--- config.mk ---
export PLATFORM = sky130hd
export DESIGN_NAME = rsm_ring
export DESIGN_NICKNAME = d
export VERILOG_FILES = /design/src/rtl/core/rsm_pkg.sv /design/src/rtl/core/rsm_cell.sv /design/src/rtl/core/rsm_ring.sv
export SDC_FILE = /design/constraint.sdc
export NUM_CORES = 2
export LEC_CHECK = 0
export BUFFER_PORTS_ARGS = -buffer_cell sky130_fd_sc_hd__buf_2
export CORE_ASPECT_RATIO = 0.5
export CORE_MARGIN = 8
export CORE_UTILIZATION = 26
export CTS_CLUSTER_DIAMETER = 60
export DETAILED_ROUTE_END_ITERATION = 16
export GPL_TIMING_DRIVEN = 0
export PLACE_DENSITY = 0.52
export RECOVER_POWER = 50
export SYNTH_ARGS = -nofsm -noshare
export SYNTH_HDL_FRONTEND = slang
export SYNTH_SLANG_ARGS = --single-unit
--- constraint.sdc ---
create_clock -name clk_i -period 1.2 [get_ports clk_i]
set_input_delay 0.24 -clock clk_i [delete_from_list [all_inputs] [get_ports clk_i]]
set_output_delay 0.24 -clock clk_i [all_outputs]
set_load 0.05 [all_outputs]
--- src/rtl/core/rsm_pkg.sv ---
// Package for the random sample multiset: command codes, status codes, widths.
// No dependencies; used by every module of the block.
package rsm_pkg;

  localparam int ValW   = 32;
  localparam int StampW = 48;
  localparam int RndW   = 31;

  typedef enum logic [1:0] {
    CMD_INSERT = 2'd0,
    CMD_REMOVE = 2'd1,
    CMD_SAMPLE = 2'd2,
    CMD_NONE   = 2'd3
  } cmd_e;

  typedef enum logic [1:0] {
    ST_OK    = 2'd0,
    ST_FULL  = 2'd1,
    ST_EMPTY = 2'd2,
    ST_RSVD  = 2'd3
  } status_e;

  // Controls broadcast from the sequencer to every cell in a cycle.
  typedef struct packed {
    logic              shift;   // rotate the ring by one place
    logic              load;    // head cell takes a new entry
    logic              drop;    // tail entry discarded on shift
    logic [ValW-1:0]   val;
    logic [StampW-1:0] stamp;
  } cell_ctl_t;

endpackage

--- src/rtl/core/rsm_cell.sv ---
// One slot of the ring: value, stamp and occupancy; passes them on when shifted.
// Depends on rsm_pkg.
module rsm_cell
  import rsm_pkg::*;
(
  input  logic              clk_i,
  input  logic              rst_ni,
  input  logic              head_i,
  input  cell_ctl_t         ctl_i,
  input  logic              prev_occ_i,
  input  logic [ValW-1:0]   prev_val_i,
  input  logic [StampW-1:0] prev_stamp_i,
  output logic              occ_o,
  output logic [ValW-1:0]   val_o,
  output logic [StampW-1:0] stamp_o
);

  logic              occ_q;
  logic [ValW-1:0]   val_q;
  logic [StampW-1:0] stamp_q;

  always_ff @(posedge clk_i or negedge rst_ni) begin
    if (!rst_ni) begin
      occ_q <= 1'b0;
    end else if (ctl_i.shift) begin
      if (head_i && ctl_i.load) begin
        occ_q <= 1'b1;
      end else if (head_i && ctl_i.drop) begin
        occ_q <= 1'b0;
      end else begin
        occ_q <= prev_occ_i;
      end
    end
  end

  always_ff @(posedge clk_i) begin
    if (ctl_i.shift) begin
      if (head_i && ctl_i.load) begin
        val_q   <= ctl_i.val;
        stamp_q <= ctl_i.stamp;
      end else begin
        val_q   <= prev_val_i;
        stamp_q <= prev_stamp_i;
      end
    end
  end

  assign occ_o   = occ_q;
  assign val_o   = val_q;
  assign stamp_o = stamp_q;

endmodule

--- src/rtl/core/rsm_ring.sv ---
// Ring of slot cells; the tail cell feeds the head so a full rotation is lossless.
// Depends on rsm_pkg and rsm_cell.
module rsm_ring
  import rsm_pkg::*;
#(
  parameter int Depth = 64
) (
  input  logic              clk_i,
  input  logic              rst_ni,
  input  cell_ctl_t         ctl_i,
  output logic              tail_occ_o,
  output logic [ValW-1:0]   tail_val_o,
  output logic [StampW-1:0] tail_stamp_o
);

  logic              occ   [Depth];
  logic [ValW-1:0]   val   [Depth];
  logic [StampW-1:0] stamp [Depth];

  for (genvar g = 0; g < Depth; g++) begin : g_cell
    localparam int Prev = (g == 0) ? Depth - 1 : g - 1;
    rsm_cell u_cell (
      .clk_i        (clk_i),
      .rst_ni       (rst_ni),
      .head_i       (g == 0),
      .ctl_i        (ctl_i),
      .prev_occ_i   (occ[Prev]),
      .prev_val_i   (val[Prev]),
      .prev_stamp_i (stamp[Prev]),
      .occ_o        (occ[g]),
      .val_o        (val[g]),
      .stamp_o      (stamp[g])
    );
  end

  assign tail_occ_o   = occ[Depth-1];
  assign tail_val_o   = val[Depth-1];
  assign tail_stamp_o = stamp[Depth-1];

endmodule

==> flow_metrics.env <==
export IMPL_outcome="finished with violations"
export IMPL_violations="setup timing"
export IMPL_cts_sinks=5184
export IMPL_synthFlopType="edfxtp_1"
export IMPL_slew_headroom_pct=29.65
export IMPL_h_tree_depth=5
export IMPL_worst_setup_path_type="reg2out"
export IMPL_synth_net_count=5432
export IMPL_fmax_ghz=0.4804
export IMPL_start_kind="flop"
export IMPL_rows=202
export IMPL_routed_wl_um=219200
export IMPL_synth_seq_area_share_pct=98.73
export IMPL_synth_top_area_share_pct=97.71
export IMPL_grt_overflow_total=0
export IMPL_synth_commonest_cells="edfxtp_1 (5120), mux2_2 (95), dfrtp_1 (64), mux2_4 (48), buf_6 (10)"
export IMPL_critical_path_cell_chain="buf_6"
export IMPL_cap_viol_max_count=0
export IMPL_drc=0
export IMPL_critPathTopFamily="flip-flops"
export IMPL_path_clk_slew_ps=60
export IMPL_fin_crit_sh_pct=173.5
export IMPL_ys_warn_count=0
export IMPL_core_mm2=0.6043
export IMPL_gp_congestion=0.6382
export IMPL_end_kind="primary output"
export IMPL_synth_edff_count=5120
export IMPL_track_usage_pct=6.635
export IMPL_setup_ws_ps=-881.8
export IMPL_hold_viol_final=0
export IMPL_arrival_ps=1840
export IMPL_dieArea_mm2=0.6318
export IMPL_num_vias=54010
export IMPL_timing_critical_path_buf_inv=1
export IMPL_grt_pass1_vias=52640
export IMPL_via_per_inst=3.642
export IMPL_fin_util_pct=31.60
export IMPL_async_flop_share_pct=1.235
export IMPL_die_h_um=566.1
export IMPL_p_per_area_mw_per_mm2=1892
export IMPL_cts_tree="done"
export IMPL_hold_path_class="in2reg"
export IMPL_ys_ff_latch=5184
export IMPL_start_util_pct=26.04
export IMPL_crit_fanout=2
export IMPL_numCtsBuffers=444
export IMPL_hold_ws_ps=80.95
export IMPL_drive_above_1_share_pct=18.39
export IMPL_grt_pass1_wl_um=332600
export IMPL_syn_avg_cell_area_um2=29.43
export IMPL_finalCriticalPeriod_ps=2082
export IMPL_final_antenna_net_count=0
export IMPL_setup_violations=4828
export IMPL_area_growth_pct=21.35
export IMPL_grt_setup_unrepaired="yes"
export IMPL_nets=6497
export IMPL_drtIter0Drc=5153
export IMPL_dr_pass1_iters=5
export IMPL_critical_path_required_ps=960
export IMPL_crit_path_top_delay_cell="edfxtp_1"
export IMPL_dp_hpwl_um=85930
export IMPL_skew_ps=109.0
export IMPL_leakagePower_nw=63.56
export IMPL_design_power_total_w=0.3613
export IMPL_peakVddDrop_mv=1.272
export IMPL_netlist_area_mm2=0.1573
export IMPL_clk_path_buf_depth=5
export IMPL_synth_area_leaders="edfxtp_1 (98%), dfrtp_1 (1.0%), mux2_2 (0.68%)"
export IMPL_die_w_um=1116
export IMPL_critical_path_max_stage_delay_ps=560
export IMPL_io_pins=166
export IMPL_synth_largest_area_cell="edfxtp_1"
export IMPL_yosys_cell_types_count=11
export IMPL_insertion_delay_ps=1000
export IMPL_cts_root_buffer="clkbuf_16"
export IMPL_antenna_found_initial=13
export IMPL_nFillCells=56380
export IMPL_postSynthCellCount=5347
export IMPL_wl_per_cell_um=14.78
export IMPL_synth_most_common_cell="edfxtp_1"
export IMPL_numPortBuffers=164
export IMPL_drv_slew=0
export IMPL_tightest_slew_ps=1055
export IMPL_grt_max_degree=181
report_power, final:
part	internal (W)	total [W]	switching (W)
clock network	0.0763	0.139	0.0623
logic	0.00379	0.00911	0.00532
registers	0.211	0.214	0.00298
tightest hold or removal path, stage by stage:
cell and delay [ps]:
buf_6 90, buf_12 150, buf_12 200, mux2_2 240
cells in the final DEF, fill, tap and decap left out:
master	count
buf_4	65
buf_12	41
inv_8	4
buf_6	101
nor2_1	1
bufbuf_16	45
clkbuf_4	1
inv_6	10
inv_16	2
dlymetal6s4s_1	1
clkinv_2	79
clkinvlp_4	6
clkinv_1	103
clkbuf_1	102
clkdlybuf4s25_1	1
diode_2	6
clkbuf_8	7
inv_1	1
dfrtp_1	64
clkbuf_16	484
buf_16	108
a31oi_1	1
edfxtp_1	5120
mux2_2	95
buf_2	83
clkbuf_2	1
buf_8	18
mux2_4	48
nand2b_1	1
clkinv_8	7
dlygate4sd3_1	127
clkinv_4	3
bufinv_16	36
repair_timing:
item                                     CTS  global route
endpoints found under the setup margin  4731          3005
hold buffers                             131             1
endpoints found under the hold margin    391           145
buffers inserted                          86            45
gates resized for setup                  250            82
gates cloned                             124            40
sequential cells by signal, indices dropped and copies added, names as in the netlist:
signal and cells:
g_cell.u_cell.occ_o 64, g_cell.u_cell.val_o 2048, g_cell.u_cell.stamp_o 3072
through the flow:
step | cells | TNS [ps] | cell area [um^2] | setup WS, ps
floorplan | 5347 | 0 | 157300 | 20.51
global placement | 13570 | - | 168200 | -82680
detailed placement | 13600 | - | 169200 | -6997
CTS | 14740 | -905360 | 189700 | -1005
global route | 14830 | -2263080 | 190900 | -1001
finish | 14830 | -2331450 | 190900 | -881.8
path summary, 6_finish.rpt:
| check | startpoint | end | slack [ps] | depth (start not counted) |
|---|---|---|---|---|
| min in group asynchronous | rst_ni | g_cell[4].u_cell.occ_o$_DFFE_PN0P_ | 390 | 3 |
| worst max-delay path | g_cell[63].u_cell.stamp_o[47]$_DFFE_PP_ | tail_stamp_o[47] | -880 | 1 |
| worst min register to register | g_cell[42].u_cell.val_o[20]$_DFFE_PP_ | g_cell[43].u_cell.val_o[20]$_DFFE_PP_ | 340 | 0 |
| max in group asynchronous | rst_ni | g_cell[41].u_cell.occ_o$_DFFE_PN0P_ | 170 | 4 |
| worst min-delay path | ctl_i[81] | g_cell[0].u_cell.stamp_o[36]$_DFFE_PP_ | 80 | 4 |
| worst max register to register | g_cell[63].u_cell.stamp_o[47]$_DFFE_PP_ | g_cell[0].u_cell.stamp_o[47]$_DFFE_PP_ | -210 | 3 |
layout make-up:
type	instances	area [um^2]	area share, %
Clock inverter	250	2221	1.163
Clock buffer	550	11580	6.066
Antenna cell	6	15.01	0.007863
Multi-Input combinational cell	146	1807	0.9462
Tap cell	8058	10080	5.280
Timing Repair Buffer	619	9697	5.078
Inverter	1	3.754	0.001966
Sequential cell	5184	155300	81.36
Buffer	16	186.4	0.09764
routing by layer:
metal	up-vias	track usage (%)	share of wire, %
met2	874	7.869	37
met3	443	1.925	5.4
met5	-	0	0
met4	0	2.293	2.7
li1	24120	-	-
met1	28570	10.99	54
logic make-up (layout without fill, tap and decap cells):
group | after synthesis | in the layout | synth area share (%)
AO/OA/AOI/OAI | 1 | 1 | 0.003978
buffers and inverters | 17 | 1436 | 0.1209
flip-flops | 5184 | 5184 | 98.73
multiplexers | 143 | 143 | 1.138
other | 0 | 6 | 0
AND/OR/NAND/NOR | 2 | 2 | 0.006362
Power figures use the tool's default switching activity.
